File: src/hdl/tofr_pkg.sv
`timescale 1ns / 1ps
// ----------------------------------------------------------------------------
// tofr_pkg - shared constants for the ultrasonic time-of-flight range unit
// Field widths, sound-speed and distance constants, reciprocal multipliers
// and configuration register indexes.
// ----------------------------------------------------------------------------
package tofr_pkg;

    // default parameter values
    localparam int SENSOR_ID_BITS_DEF = 4;
    localparam int TOF_BITS_DEF       = 15;

    // configuration field widths
    localparam int TEMP_W    = 11;
    localparam int SPACING_W = 8;

    // result field widths
    localparam int DIST_W  = 14;
    localparam int RANGE_W = 13;

    // configuration register indexes (paddr bit 2)
    localparam logic REG_TEMPERATURE = 1'b0;
    localparam logic REG_SPACING     = 1'b1;

    // reset values of the configuration registers
    localparam logic signed [TEMP_W-1:0] TEMP_RESET    = 11'sd210;
    localparam logic [SPACING_W-1:0]     SPACING_RESET = 8'd12;

    // speed numerator: 3313000 + 606 * T, always positive, fits 22 bits
    localparam int NUM_W     = 24;
    localparam int SPD_NUM_W = 22;
    localparam logic signed [NUM_W-1:0] SOUND_BASE  = 24'sd3313000;
    localparam logic signed [NUM_W-1:0] SOUND_SLOPE = 24'sd606;

    // floor(n / 10000) = (n * ceil(2^37 / 10000)) >> 37 for n < 2^22
    localparam int SPD_RECIP_W = 24;
    localparam logic [SPD_RECIP_W-1:0] SPD_RECIP = 24'd13743896;
    localparam int SPD_SHIFT = 37;
    localparam int SPEED_W   = 9;

    // floor(p / 2000) = (p * ceil(2^36 / 2000)) >> 36 for p < 2^25
    localparam int DIST_RECIP_W = 26;
    localparam logic [DIST_RECIP_W-1:0] DIST_RECIP = 26'd34359739;
    localparam int DIST_SHIFT = 36;

    // quotient minus offset, saturated
    localparam int DQ_W = 17;
    localparam logic signed [DQ_W-1:0] DIST_OFFSET = 17'sd20;
    localparam logic signed [DQ_W-1:0] DIST_SAT    = 17'sd8191;

    localparam logic [RANGE_W-1:0] RANGE_MAX = 13'h1FFF;

endpackage

File: src/hdl/ultrasonic_tof_to_range_unit.sv
`timescale 1ns / 1ps
// ----------------------------------------------------------------------------
// ultrasonic_tof_to_range_unit - echo time of flight to path distance and range
// Speed of sound from temperature, half path length, half baseline between
// sensors and a pipelined floor square root for the perpendicular range.
//
//  channel  direction  tdata (low bit first)                     tuser
//  s_       in         transmitter_id, receiver_id,              -
//                      time_of_flight
//  m_       out        path_distance, obstacle_range             geometry_error
//  apb      in/out     0x0 temperature_tenths, 0x4 sensor_spacing_mm
//
// One item per cycle sustained while m_tready is high. Items pass the
// distance, geometry and square root stages and the output register;
// the square root stages, up to two root bits each, grow with the root width.
// Reset is synchronous, active low; it clears valid bits and restores the
// configuration registers. A two-entry output buffer takes one more item
// while m_tready is low; after that the whole pipeline holds.
// ----------------------------------------------------------------------------
module ultrasonic_tof_to_range_unit
    import tofr_pkg::*;
#(
    parameter int SENSOR_ID_BITS = SENSOR_ID_BITS_DEF,
    parameter int TOF_BITS       = TOF_BITS_DEF
) (
    input  logic                  aclk,
    input  logic                  aresetn,
    // input items
    input  logic                  s_tvalid,
    output logic                  s_tready,
    // transmitter_id, receiver_id, time_of_flight
    input  logic [((2*SENSOR_ID_BITS+TOF_BITS+7)/8)*8-1:0] s_tdata,
    // result items
    output logic                  m_tvalid,
    input  logic                  m_tready,
    output logic [31:0]           m_tdata,  // path_distance, obstacle_range
    output logic [0:0]            m_tuser,  // geometry_error
    // configuration
    input  logic                  psel,
    input  logic                  penable,
    input  logic                  pwrite,
    input  logic [2:0]            paddr,
    input  logic [31:0]           pwdata,
    output logic [31:0]           prdata,
    output logic                  pready
);

    localparam int H_W    = SPACING_W + SENSOR_ID_BITS - 1;
    localparam int DH_W   = ((H_W + 1 > DIST_W) ? H_W + 1 : DIST_W) + 1;
    localparam int RAD_W  = 2 * DH_W;
    localparam int ROOT_W = RAD_W / 2;
    localparam int PAD_W  = 32 - DIST_W - RANGE_W;

    // configuration registers
    logic signed [TEMP_W-1:0] temperature_tenths_reg;
    logic [SPACING_W-1:0]     sensor_spacing_mm_reg;

    logic cfg_write;

    // pipeline links
    logic                      adv;
    logic                      d_valid, g_valid, q_valid;
    logic [SENSOR_ID_BITS-1:0] d_tx, d_rx;
    logic signed [DIST_W-1:0]  d_dist, g_dist, q_dist;
    logic                      g_same, q_same, q_neg;
    logic signed [RAD_W-1:0]   g_rad;
    logic [ROOT_W-1:0]         q_root;

    // result and output buffer
    logic [RANGE_W-1:0]       range_next;
    logic                     err_next;
    logic                     out_valid_reg, skid_valid_reg;
    logic signed [DIST_W-1:0] out_dist_reg, skid_dist_reg;
    logic [RANGE_W-1:0]       out_range_reg, skid_range_reg;
    logic                     out_err_reg, skid_err_reg;

    // configuration port
    assign pready    = 1'b1;
    assign cfg_write = psel && penable && pwrite && pready;

    always_ff @(posedge aclk) begin
        if (!aresetn) begin
            temperature_tenths_reg <= TEMP_RESET;
            sensor_spacing_mm_reg  <= SPACING_RESET;
        end else if (cfg_write) begin
            case (paddr[2])
                REG_TEMPERATURE: temperature_tenths_reg <= $signed(pwdata[TEMP_W-1:0]);
                REG_SPACING:     sensor_spacing_mm_reg  <= pwdata[SPACING_W-1:0];
                default: ;
            endcase
        end
    end

    always_comb begin
        case (paddr[2])
            REG_TEMPERATURE: prdata = 32'(unsigned'(temperature_tenths_reg));
            REG_SPACING:     prdata = 32'(sensor_spacing_mm_reg);
            default:         prdata = '0;
        endcase
    end

    // the pipeline moves whenever the skid entry is free
    assign adv      = !skid_valid_reg;
    assign s_tready = adv;

    tofr_dist #(
        .SENSOR_ID_BITS (SENSOR_ID_BITS),
        .TOF_BITS       (TOF_BITS)
    ) u_dist (
        .aclk        (aclk),
        .aresetn     (aresetn),
        .adv         (adv),
        .in_valid    (s_tvalid),
        .in_tx       (s_tdata[SENSOR_ID_BITS-1:0]),
        .in_rx       (s_tdata[2*SENSOR_ID_BITS-1:SENSOR_ID_BITS]),
        .in_tof      (s_tdata[2*SENSOR_ID_BITS +: TOF_BITS]),
        .temperature (temperature_tenths_reg),
        .out_valid   (d_valid),
        .out_tx      (d_tx),
        .out_rx      (d_rx),
        .out_dist    (d_dist)
    );

    tofr_geom #(
        .SENSOR_ID_BITS (SENSOR_ID_BITS),
        .RAD_W          (RAD_W)
    ) u_geom (
        .aclk      (aclk),
        .aresetn   (aresetn),
        .adv       (adv),
        .in_valid  (d_valid),
        .in_tx     (d_tx),
        .in_rx     (d_rx),
        .in_dist   (d_dist),
        .spacing   (sensor_spacing_mm_reg),
        .out_valid (g_valid),
        .out_same  (g_same),
        .out_dist  (g_dist),
        .out_rad   (g_rad)
    );

    tofr_sqrt #(
        .RAD_W (RAD_W)
    ) u_sqrt (
        .aclk      (aclk),
        .aresetn   (aresetn),
        .adv       (adv),
        .in_valid  (g_valid),
        .in_same   (g_same),
        .in_dist   (g_dist),
        .in_rad    (g_rad),
        .out_valid (q_valid),
        .out_same  (q_same),
        .out_neg   (q_neg),
        .out_dist  (q_dist),
        .out_root  (q_root)
    );

    // pick the range: distance itself for one sensor, else the clipped root
    always_comb begin
        if (q_same) begin
            err_next   = q_dist[DIST_W-1];
            range_next = err_next ? '0 : q_dist[RANGE_W-1:0];
        end else begin
            err_next = q_neg;
            if (q_neg) begin
                range_next = '0;
            end else if (q_root > ROOT_W'(RANGE_MAX)) begin
                range_next = RANGE_MAX;
            end else begin
                range_next = q_root[RANGE_W-1:0];
            end
        end
    end

    // output register and skid entry: control
    always_ff @(posedge aclk) begin
        if (!aresetn) begin
            out_valid_reg  <= 1'b0;
            skid_valid_reg <= 1'b0;
        end else if (skid_valid_reg) begin
            if (m_tready) begin
                skid_valid_reg <= 1'b0;
            end
        end else if (q_valid) begin
            if (!out_valid_reg || m_tready) begin
                out_valid_reg <= 1'b1;
            end else begin
                skid_valid_reg <= 1'b1;
            end
        end else if (m_tready) begin
            out_valid_reg <= 1'b0;
        end
    end

    // output register and skid entry: payload
    always_ff @(posedge aclk) begin
        if (skid_valid_reg) begin
            if (m_tready) begin
                out_dist_reg  <= skid_dist_reg;
                out_range_reg <= skid_range_reg;
                out_err_reg   <= skid_err_reg;
            end
        end else if (q_valid) begin
            if (!out_valid_reg || m_tready) begin
                out_dist_reg  <= q_dist;
                out_range_reg <= range_next;
                out_err_reg   <= err_next;
            end else begin
                skid_dist_reg  <= q_dist;
                skid_range_reg <= range_next;
                skid_err_reg   <= err_next;
            end
        end
    end

    assign m_tvalid = out_valid_reg;
    assign m_tdata  = {{PAD_W{1'b0}}, out_range_reg, out_dist_reg};
    assign m_tuser  = out_err_reg;

    // the skid entry only fills behind a held output
    a_skid_behind_out: assert property (@(posedge aclk) disable iff (!aresetn)
        skid_valid_reg |-> out_valid_reg)
        else $error("skid entry holds an item while the output is empty");

    // a stalled output with a new item arriving fills the skid entry
    a_skid_fill: assert property (@(posedge aclk) disable iff (!aresetn)
        (!skid_valid_reg && q_valid && out_valid_reg && !m_tready) |=> skid_valid_reg)
        else $error("item from the pipeline was not caught by the skid entry");

    // a geometry error always comes with a zero range
    a_err_zero_range: assert property (@(posedge aclk) disable iff (!aresetn)
        (out_valid_reg && out_err_reg) |-> (out_range_reg == '0))
        else $error("geometry error with a nonzero range");

endmodule

File: src/hdl/tofr_dist.sv
`timescale 1ns / 1ps
// ----------------------------------------------------------------------------
// tofr_dist - speed of sound and path distance pipeline
// Five stages: speed numerator, speed quotient, time-of-flight product,
// quotient by 2000, offset and saturation. Sensor IDs travel alongside.
// ----------------------------------------------------------------------------
module tofr_dist
    import tofr_pkg::*;
#(
    parameter int SENSOR_ID_BITS = SENSOR_ID_BITS_DEF,
    parameter int TOF_BITS       = TOF_BITS_DEF
) (
    input  logic                      aclk,
    input  logic                      aresetn,
    input  logic                      adv,
    input  logic                      in_valid,
    input  logic [SENSOR_ID_BITS-1:0] in_tx,
    input  logic [SENSOR_ID_BITS-1:0] in_rx,
    input  logic [TOF_BITS-1:0]       in_tof,
    input  logic signed [TEMP_W-1:0]  temperature,
    output logic                      out_valid,
    output logic [SENSOR_ID_BITS-1:0] out_tx,
    output logic [SENSOR_ID_BITS-1:0] out_rx,
    output logic signed [DIST_W-1:0]  out_dist
);

    localparam int NSTAGE  = 5;
    localparam int SPD_P_W = SPD_NUM_W + SPD_RECIP_W;
    localparam int PROD_W  = TOF_BITS + SPEED_W;
    localparam int DP_W    = PROD_W + DIST_RECIP_W;
    localparam int Q_W     = TOF_BITS - 1;

    logic [NSTAGE-1:0]         vld_reg;
    logic [SENSOR_ID_BITS-1:0] tx_reg [NSTAGE];
    logic [SENSOR_ID_BITS-1:0] rx_reg [NSTAGE];

    logic [TOF_BITS-1:0]  tof1_reg, tof2_reg;
    logic [SPD_NUM_W-1:0] num1_reg;
    logic [SPEED_W-1:0]   speed2_reg;
    logic [PROD_W-1:0]    prod3_reg;
    logic [Q_W-1:0]       q4_reg;
    logic signed [DIST_W-1:0] dist5_reg;

    logic signed [NUM_W-1:0]  temp_ext;
    logic signed [NUM_W-1:0]  num_next;
    logic [SPD_P_W-1:0]       spd_prod;
    logic [SPEED_W-1:0]       speed_next;
    logic [PROD_W-1:0]        prod_next;
    logic [DP_W-1:0]          dist_prod;
    logic [Q_W-1:0]           q_next;
    logic signed [DQ_W-1:0]   dd;
    logic signed [DIST_W-1:0] dist_next;

    // stage 1: speed numerator from the current temperature
    assign temp_ext = NUM_W'(temperature);
    assign num_next = SOUND_BASE + SOUND_SLOPE * temp_ext;

    // stage 2: divide by 10000 through the reciprocal
    assign spd_prod   = SPD_P_W'(num1_reg) * SPD_P_W'(SPD_RECIP);
    assign speed_next = spd_prod[SPD_SHIFT +: SPEED_W];

    // stage 3: time of flight times speed
    assign prod_next = PROD_W'(tof2_reg) * PROD_W'(speed2_reg);

    // stage 4: divide by 2000 through the reciprocal
    assign dist_prod = DP_W'(prod3_reg) * DP_W'(DIST_RECIP);
    assign q_next    = dist_prod[DIST_SHIFT +: Q_W];

    // stage 5: subtract the offset, clip the top
    assign dd        = $signed(DQ_W'(q4_reg)) - DIST_OFFSET;
    assign dist_next = (dd > DIST_SAT) ? DIST_W'(DIST_SAT) : dd[DIST_W-1:0];

    // advance the valid bits
    always_ff @(posedge aclk) begin
        if (!aresetn) begin
            vld_reg <= '0;
        end else if (adv) begin
            vld_reg <= {vld_reg[NSTAGE-2:0], in_valid};
        end
    end

    // advance the payload
    always_ff @(posedge aclk) begin
        if (adv) begin
            tx_reg[0]  <= in_tx;
            rx_reg[0]  <= in_rx;
            for (int i = 1; i < NSTAGE; i++) begin
                tx_reg[i] <= tx_reg[i-1];
                rx_reg[i] <= rx_reg[i-1];
            end
            tof1_reg   <= in_tof;
            num1_reg   <= num_next[SPD_NUM_W-1:0];
            tof2_reg   <= tof1_reg;
            speed2_reg <= speed_next;
            prod3_reg  <= prod_next;
            q4_reg     <= q_next;
            dist5_reg  <= dist_next;
        end
    end

    assign out_valid = vld_reg[NSTAGE-1];
    assign out_tx    = tx_reg[NSTAGE-1];
    assign out_rx    = rx_reg[NSTAGE-1];
    assign out_dist  = dist5_reg;

endmodule

File: src/hdl/tofr_geom.sv
`timescale 1ns / 1ps
// ----------------------------------------------------------------------------
// tofr_geom - half baseline and radicand pipeline
// Three stages: half baseline from the sensor separation, sum and difference
// with the path distance, and their signed product.
// ----------------------------------------------------------------------------
module tofr_geom
    import tofr_pkg::*;
#(
    parameter int SENSOR_ID_BITS = SENSOR_ID_BITS_DEF,
    parameter int RAD_W          = 30
) (
    input  logic                       aclk,
    input  logic                       aresetn,
    input  logic                       adv,
    input  logic                       in_valid,
    input  logic [SENSOR_ID_BITS-1:0]  in_tx,
    input  logic [SENSOR_ID_BITS-1:0]  in_rx,
    input  logic signed [DIST_W-1:0]   in_dist,
    input  logic [SPACING_W-1:0]       spacing,
    output logic                       out_valid,
    output logic                       out_same,
    output logic signed [DIST_W-1:0]   out_dist,
    output logic signed [RAD_W-1:0]    out_rad
);

    localparam int NSTAGE = 3;
    localparam int HP_W   = SPACING_W + SENSOR_ID_BITS;
    localparam int H_W    = HP_W - 1;
    localparam int DH_W   = RAD_W / 2;

    logic [NSTAGE-1:0]        vld_reg;
    logic                     same_reg [NSTAGE];
    logic signed [DIST_W-1:0] dist_reg [NSTAGE];

    logic [H_W-1:0]          h1_reg;
    logic signed [DH_W-1:0]  sum2_reg, diff2_reg;
    logic signed [RAD_W-1:0] rad3_reg;

    logic [SENSOR_ID_BITS-1:0] sep_next;
    logic [HP_W-1:0]           h_prod;
    logic signed [DH_W-1:0]    d_ext, h_ext;
    logic signed [DH_W-1:0]    sum_next, diff_next;
    logic signed [RAD_W-1:0]   rad_next;

    // stage 1: half baseline = spacing * |tx - rx| / 2
    assign sep_next = (in_tx > in_rx) ? (in_tx - in_rx) : (in_rx - in_tx);
    assign h_prod   = HP_W'(spacing) * HP_W'(sep_next);

    // stage 2: d + h and d - h
    assign d_ext     = DH_W'(dist_reg[0]);
    assign h_ext     = $signed(DH_W'(h1_reg));
    assign sum_next  = d_ext + h_ext;
    assign diff_next = d_ext - h_ext;

    // stage 3: radicand
    assign rad_next = RAD_W'(sum2_reg) * RAD_W'(diff2_reg);

    // advance the valid bits
    always_ff @(posedge aclk) begin
        if (!aresetn) begin
            vld_reg <= '0;
        end else if (adv) begin
            vld_reg <= {vld_reg[NSTAGE-2:0], in_valid};
        end
    end

    // advance the payload
    always_ff @(posedge aclk) begin
        if (adv) begin
            same_reg[0] <= (in_tx == in_rx);
            dist_reg[0] <= in_dist;
            for (int i = 1; i < NSTAGE; i++) begin
                same_reg[i] <= same_reg[i-1];
                dist_reg[i] <= dist_reg[i-1];
            end
            h1_reg    <= h_prod[HP_W-1:1];
            sum2_reg  <= sum_next;
            diff2_reg <= diff_next;
            rad3_reg  <= rad_next;
        end
    end

    assign out_valid = vld_reg[NSTAGE-1];
    assign out_same  = same_reg[NSTAGE-1];
    assign out_dist  = dist_reg[NSTAGE-1];
    assign out_rad   = rad3_reg;

endmodule

File: src/hdl/tofr_sqrt.sv
`timescale 1ns / 1ps
// ----------------------------------------------------------------------------
// tofr_sqrt - pipelined floor square root
// Digit-by-digit root, two result bits per stage, one in the last stage when
// the root width is odd. A negative radicand is flagged at entry and rooted
// as zero. Distance and same-sensor flag travel alongside.
// ----------------------------------------------------------------------------
module tofr_sqrt
    import tofr_pkg::*;
#(
    parameter int RAD_W = 30
) (
    input  logic                      aclk,
    input  logic                      aresetn,
    input  logic                      adv,
    input  logic                      in_valid,
    input  logic                      in_same,
    input  logic signed [DIST_W-1:0]  in_dist,
    input  logic signed [RAD_W-1:0]   in_rad,
    output logic                      out_valid,
    output logic                      out_same,
    output logic                      out_neg,
    output logic signed [DIST_W-1:0]  out_dist,
    output logic [RAD_W/2-1:0]        out_root
);

    localparam int ROOT_W = RAD_W / 2;
    localparam int REM_W  = ROOT_W + 3;
    localparam int NST    = (ROOT_W + 1) / 2;

    logic [NST-1:0]           vld_reg;
    logic                     same_reg [NST];
    logic                     neg_reg  [NST];
    logic signed [DIST_W-1:0] dist_reg [NST];
    logic [RAD_W-1:0]         v_reg    [NST];
    logic [REM_W-1:0]         rem_reg  [NST];
    logic [ROOT_W-1:0]        root_reg [NST];

    logic             in_neg;
    logic [RAD_W-1:0] in_v;

    // a negative radicand roots as zero
    assign in_neg = in_rad[RAD_W-1];
    assign in_v   = in_neg ? '0 : RAD_W'(in_rad);

    // advance the valid bits
    always_ff @(posedge aclk) begin
        if (!aresetn) begin
            vld_reg <= '0;
        end else if (adv) begin
            vld_reg <= {vld_reg[NST-2:0], in_valid};
        end
    end

    for (genvar k = 0; k < NST; k++) begin : g_stage
        logic [RAD_W-1:0]  v_in, v_next;
        logic [REM_W-1:0]  rem_in, rem_next, trial;
        logic [ROOT_W-1:0] root_in, root_next;
        logic              same_in, neg_in;
        logic signed [DIST_W-1:0] dist_in;

        if (k == 0) begin : g_first
            assign v_in    = in_v;
            assign rem_in  = '0;
            assign root_in = '0;
            assign same_in = in_same;
            assign neg_in  = in_neg;
            assign dist_in = in_dist;
        end else begin : g_next
            assign v_in    = v_reg[k-1];
            assign rem_in  = rem_reg[k-1];
            assign root_in = root_reg[k-1];
            assign same_in = same_reg[k-1];
            assign neg_in  = neg_reg[k-1];
            assign dist_in = dist_reg[k-1];
        end

        // up to two root bits: bring down a digit pair, try 4*root+1
        always_comb begin
            v_next    = v_in;
            rem_next  = rem_in;
            root_next = root_in;
            trial     = '0;
            for (int j = 0; j < 2; j++) begin
                if (k * 2 + j < ROOT_W) begin
                    rem_next = {rem_next[REM_W-3:0], v_next[RAD_W-1 -: 2]};
                    v_next   = v_next << 2;
                    trial    = {1'b0, root_next, 2'b01};
                    if (rem_next >= trial) begin
                        rem_next  = rem_next - trial;
                        root_next = {root_next[ROOT_W-2:0], 1'b1};
                    end else begin
                        root_next = {root_next[ROOT_W-2:0], 1'b0};
                    end
                end
            end
        end

        // hold the stage while stalled
        always_ff @(posedge aclk) begin
            if (adv) begin
                v_reg[k]    <= v_next;
                rem_reg[k]  <= rem_next;
                root_reg[k] <= root_next;
                same_reg[k] <= same_in;
                neg_reg[k]  <= neg_in;
                dist_reg[k] <= dist_in;
            end
        end
    end

    assign out_valid = vld_reg[NST-1];
    assign out_same  = same_reg[NST-1];
    assign out_neg   = neg_reg[NST-1];
    assign out_dist  = dist_reg[NST-1];
    assign out_root  = root_reg[NST-1];

endmodule
File: config.mk
export PLATFORM = sky130hd
export DESIGN_NAME = ultrasonic_tof_to_range_unit
export DESIGN_NICKNAME = d
export VERILOG_FILES = /design/src/hdl/tofr_pkg.sv /design/src/hdl/ultrasonic_tof_to_range_unit.sv /design/src/hdl/tofr_dist.sv /design/src/hdl/tofr_geom.sv /design/src/hdl/tofr_sqrt.sv
export SDC_FILE = /design/constraint.sdc
export NUM_CORES = 2
export LEC_CHECK = 0
export BUFFER_PORTS_ARGS = -buffer_cell sky130_fd_sc_hd__buf_2
export CAP_MARGIN = 0
export CORE_MARGIN = 1.5
export CORE_UTILIZATION = 55
export DETAILED_ROUTE_END_ITERATION = 10
export PLACE_DENSITY = 0.76
export SETUP_SLACK_MARGIN = 0.05
export SLEW_MARGIN = 20
export SYNTH_ARGS = -nofsm -noshare
export SYNTH_HDL_FRONTEND = slang
export SYNTH_SLANG_ARGS = --single-unit
export TNS_END_PERCENT = 100
File: constraint.sdc
create_clock -name aclk -period 25.1 [get_ports aclk]
set_input_delay 5.02 -clock aclk [delete_from_list [all_inputs] [get_ports aclk]]
set_output_delay 5.02 -clock aclk [all_outputs]
set_load 0.01 [all_outputs]
==> impl_metrics.csv <==
group,metric,value,unit
clocking,cts_setup_buffers,0,
setup_path,path_class,"in -> out",
detailed_routing,detail_route.vias_per_cell,5.35,
setup_path,crit_family,"buffers and inverters",
global_route,grt_max_degree,185,
clocking,clockBufferDepth,3,
layout,syn2layout_area_growth,7.18,%
timing,timing.final.crit_share,43.1,%
min_path,hp-start,"u_sqrt.v_reg[3][17]$_DFFE_PN_",
timing,hold_viol_final,0,
clocking,cts_tree,"yes",
placement,post_dp_cell_area,68400,um2
logic_synthesis,async_flop_share,0,%
die,ioPinCount,134,
clocking,cts.sinks,758,
detailed_routing,wire_per_inst,16.6,um
setup_path,required,20.08,ns
global_route,grt_overflow,0,
global_route,grt_pass1_wl,213000,um
logic_synthesis,ys_types,95,
setup_path,worst_path_max_delay_cell,"mux2_2",
logic_synthesis,yosysWarnings,0,
setup_path,path_common_cell,"buf_2",
layout,final_area,71200,um2
clocking,cts_buffers,84,
setup_path,critPathLaunchType,"input port",
timing,rsz0062_at_grt,"no",
logic_synthesis,ys_seq_elements,758,
setup_path,crit_arrival,5.80,ns
timing,max_slew_margin,26.9,%
timing,finClkSkew,0.0678,ns
detailed_routing,ant_nets,0,
min_path,hold_class,"reg -> reg",
timing,fin_crit,10.82,ns
clocking,insertion_delay,0.68,ns
die,coreArea,120000,um2
placement,hpwl,103000,um
setup_path,r2r-end,"u_dist.q4_reg[13]$_DFFE_PN_",
logic_synthesis,synth.avg_cell_area,11.1,um2
flow_run,cap_violations,0,
setup_path,cp_max_fo,20,
clocking,htreeDepth,3,
setup_path,cpPeakStageDelay,0.37,ns
layout,largest_reg_flops,112,
timing,tightestPinTransition,1.08,ns
clocking,cts.clk_slew.worst_paths,0.06,ns
setup_path,worst-path-stages,3,
setup_path,r2r_start,"u_dist.prod3_reg[9]$_DFFE_PN_",
layout,post_route_cells_drive_above_1_share,5.30,%
die,die_y,351,um
clocking,cts_resized,0,
clocking,hold_buffers,0,
clocking,clockRootBuffer,"clkbuf_16",
layout,layout.nets,7643,
die,start_util,55.4,%
logic_synthesis,netlist_instances,5986,
detailed_routing,wl_met1,53800,um
die,std_cell_rows,127,
setup_path,critPathCaptureType,"output port",
timing,tns,0,ns
detailed_routing,drc,0,
logic_synthesis,synth_edf_count,721,
run_status,status,"finished clean",
die,die_w,351,um
setup_path,rr_worst_depth,22,
layout,final_cell_mix,"1207 x inv_1, 796 x ha_1, 728 x fa_1",
layout,layout_commonest_cell,"inv_1",
detailed_routing,wl_met3,4790,um
placement,portBuffers,82,
detailed_routing,dr.pass1.iters,8,
global_route,grt_antenna_before_repair,2,
setup_path,r2r_slack,17.49,ns
setup_path,path_buf_inv,2,
detailed_routing,vias,41375,
setup_path,crit_chain,"buf_2 > mux2_2 > buf_2",
detailed_routing,wl,128000,um
global_route,grt_usage,21.6,%
logic_synthesis,netlist_area,66400,um2
layout,final_cell_count_no_fill,7730,
detailed_routing,met2_length,65100,um
timing,fmax,92.4,MHz
die,die_area,123000,um2
logic_synthesis,synthFlopType,"edfxtp_1",
setup_path,crit_start,"paddr[2]",
timing,slew_violations,0,
placement,placedCellCount,7579,
setup_path,crit_end,"prdata[1]",
detailed_routing,drtIter0Drc,2574,
placement,gp_congestion,0.930,
layout,antennaDiodeCount,0,
logic_synthesis,yosysSeqAreaShare,33.7,%
timing,setup_viol,0,
detailed_routing,maxUsedRoutingLayer,"met4",
global_route,grt_pass1_vias,43112,
## synth_stat cells (26+ instances only)
master,instances,share of area (%)
a211oi_1,26,0.29
a21o_1,79,0.89
a21oi_1,210,1.6
and2_1,158,1.5
buf_4,27,0.31
clkbuf_1,91,0.51
dfxtp_1,37,1.1
edfxtp_1,721,33
fa_1,728,22
ha_1,796,15
inv_1,1207,6.8
mux2_2,49,0.83
mux2i_1,37,0.56
nand2_1,476,2.7
nand2b_1,41,0.39
nand3_1,54,0.41
nand4_1,32,0.30
nor2_1,222,1.3
nor2b_1,86,0.81
nor3_1,63,0.47
o21a_1,43,0.49
o21ai_0,142,1.1
o21bai_1,28,0.32
xnor2_1,182,2.4
xor2_1,89,1.2
## stage by stage
stage	setup slack [ns]	utilization (%)	hold slack, ns
after floorplan	1.26	-	0.400
after global placement	14.31	57.1	0.401
after detailed placement	14.29	57.1	0.405
after CTS	14.29	59.4	0.387
after global routing	14.23	59.4	0.395
final	14.28	59.4	0.396
## worst min path at each step
stage | slack, ns | endpoint | depth (start not counted)
floorplan | 0.40 | u_dist.rx_reg[0][10]$_DFFE_PN_ | 0
global placement | 0.40 | u_sqrt.v_reg[2][13]$_DFFE_PN_ | 0
detailed placement | 0.40 | u_dist.tx_reg[0][4]$_DFFE_PN_ | 0
CTS | 0.39 | u_sqrt.v_reg[2][16]$_DFFE_PN_ | 0
global route | 0.39 | u_geom.dist_reg[0][40]$_DFFE_PN_ | 0
finish | 0.40 | u_sqrt.v_reg[4][21]$_DFFE_PN_ | 0
## logic make-up (layout without fill, tap and decap cells)
family	count (synthesis)	in the layout	synth area share (%)
fa+ha+maj	1524	1524	36.9
flops	758	758	33.7
other cells	2	27	0.0113
compound gates	732	732	7.28
xor+xnor	271	271	3.57
buf+inv	1351	1458	7.84
mux	87	87	1.41
simple gates	1261	1261	9.25
## area by class of cell
class	count	area (um2)
fill	9588	48600
tap	1612	2020
clock buffer	105	2210
clock inverter	46	568
sequential	758	22400
timing repair buffer	94	526
inverter	1213	4560
multi-input combinational	3902	38900
## per-layer routing
| layer | track usage, % | up-vias |
|---|---|---|
| met3 | 2.57 | 251 |
| met2 | 38.1 | 818 |
| met4 | 7.90 | 0 |
| li1 | - | 19850 |
| met5 | 0 | - |
| met1 | 27.3 | 20456 |
## worst reg2reg max path, cell delays in order (launching register included)
cell and delay [ns]:
edfxtp_1 0.65, ha_1 0.45, fa_1 0.56, inv_1 0.05, fa_1 0.53, inv_1 0.05
fa_1 0.45, ha_1 0.33, fa_1 0.53, inv_1 0.05, fa_1 0.53, inv_1 0.04
ha_1 0.20, a2111oi_0 0.64, o211ai_1 0.20, a41oi_1 0.37, o211ai_1 0.21, nand2_1 0.19
a21boi_0 0.19, o2111ai_1 0.40, a21oi_1 0.16, a41o_1 0.29, or2_2 0.27
Power is left out: the tool's default activity adds up to more than one toggle a clock period on the data nets, which glitch-free logic cannot reach.
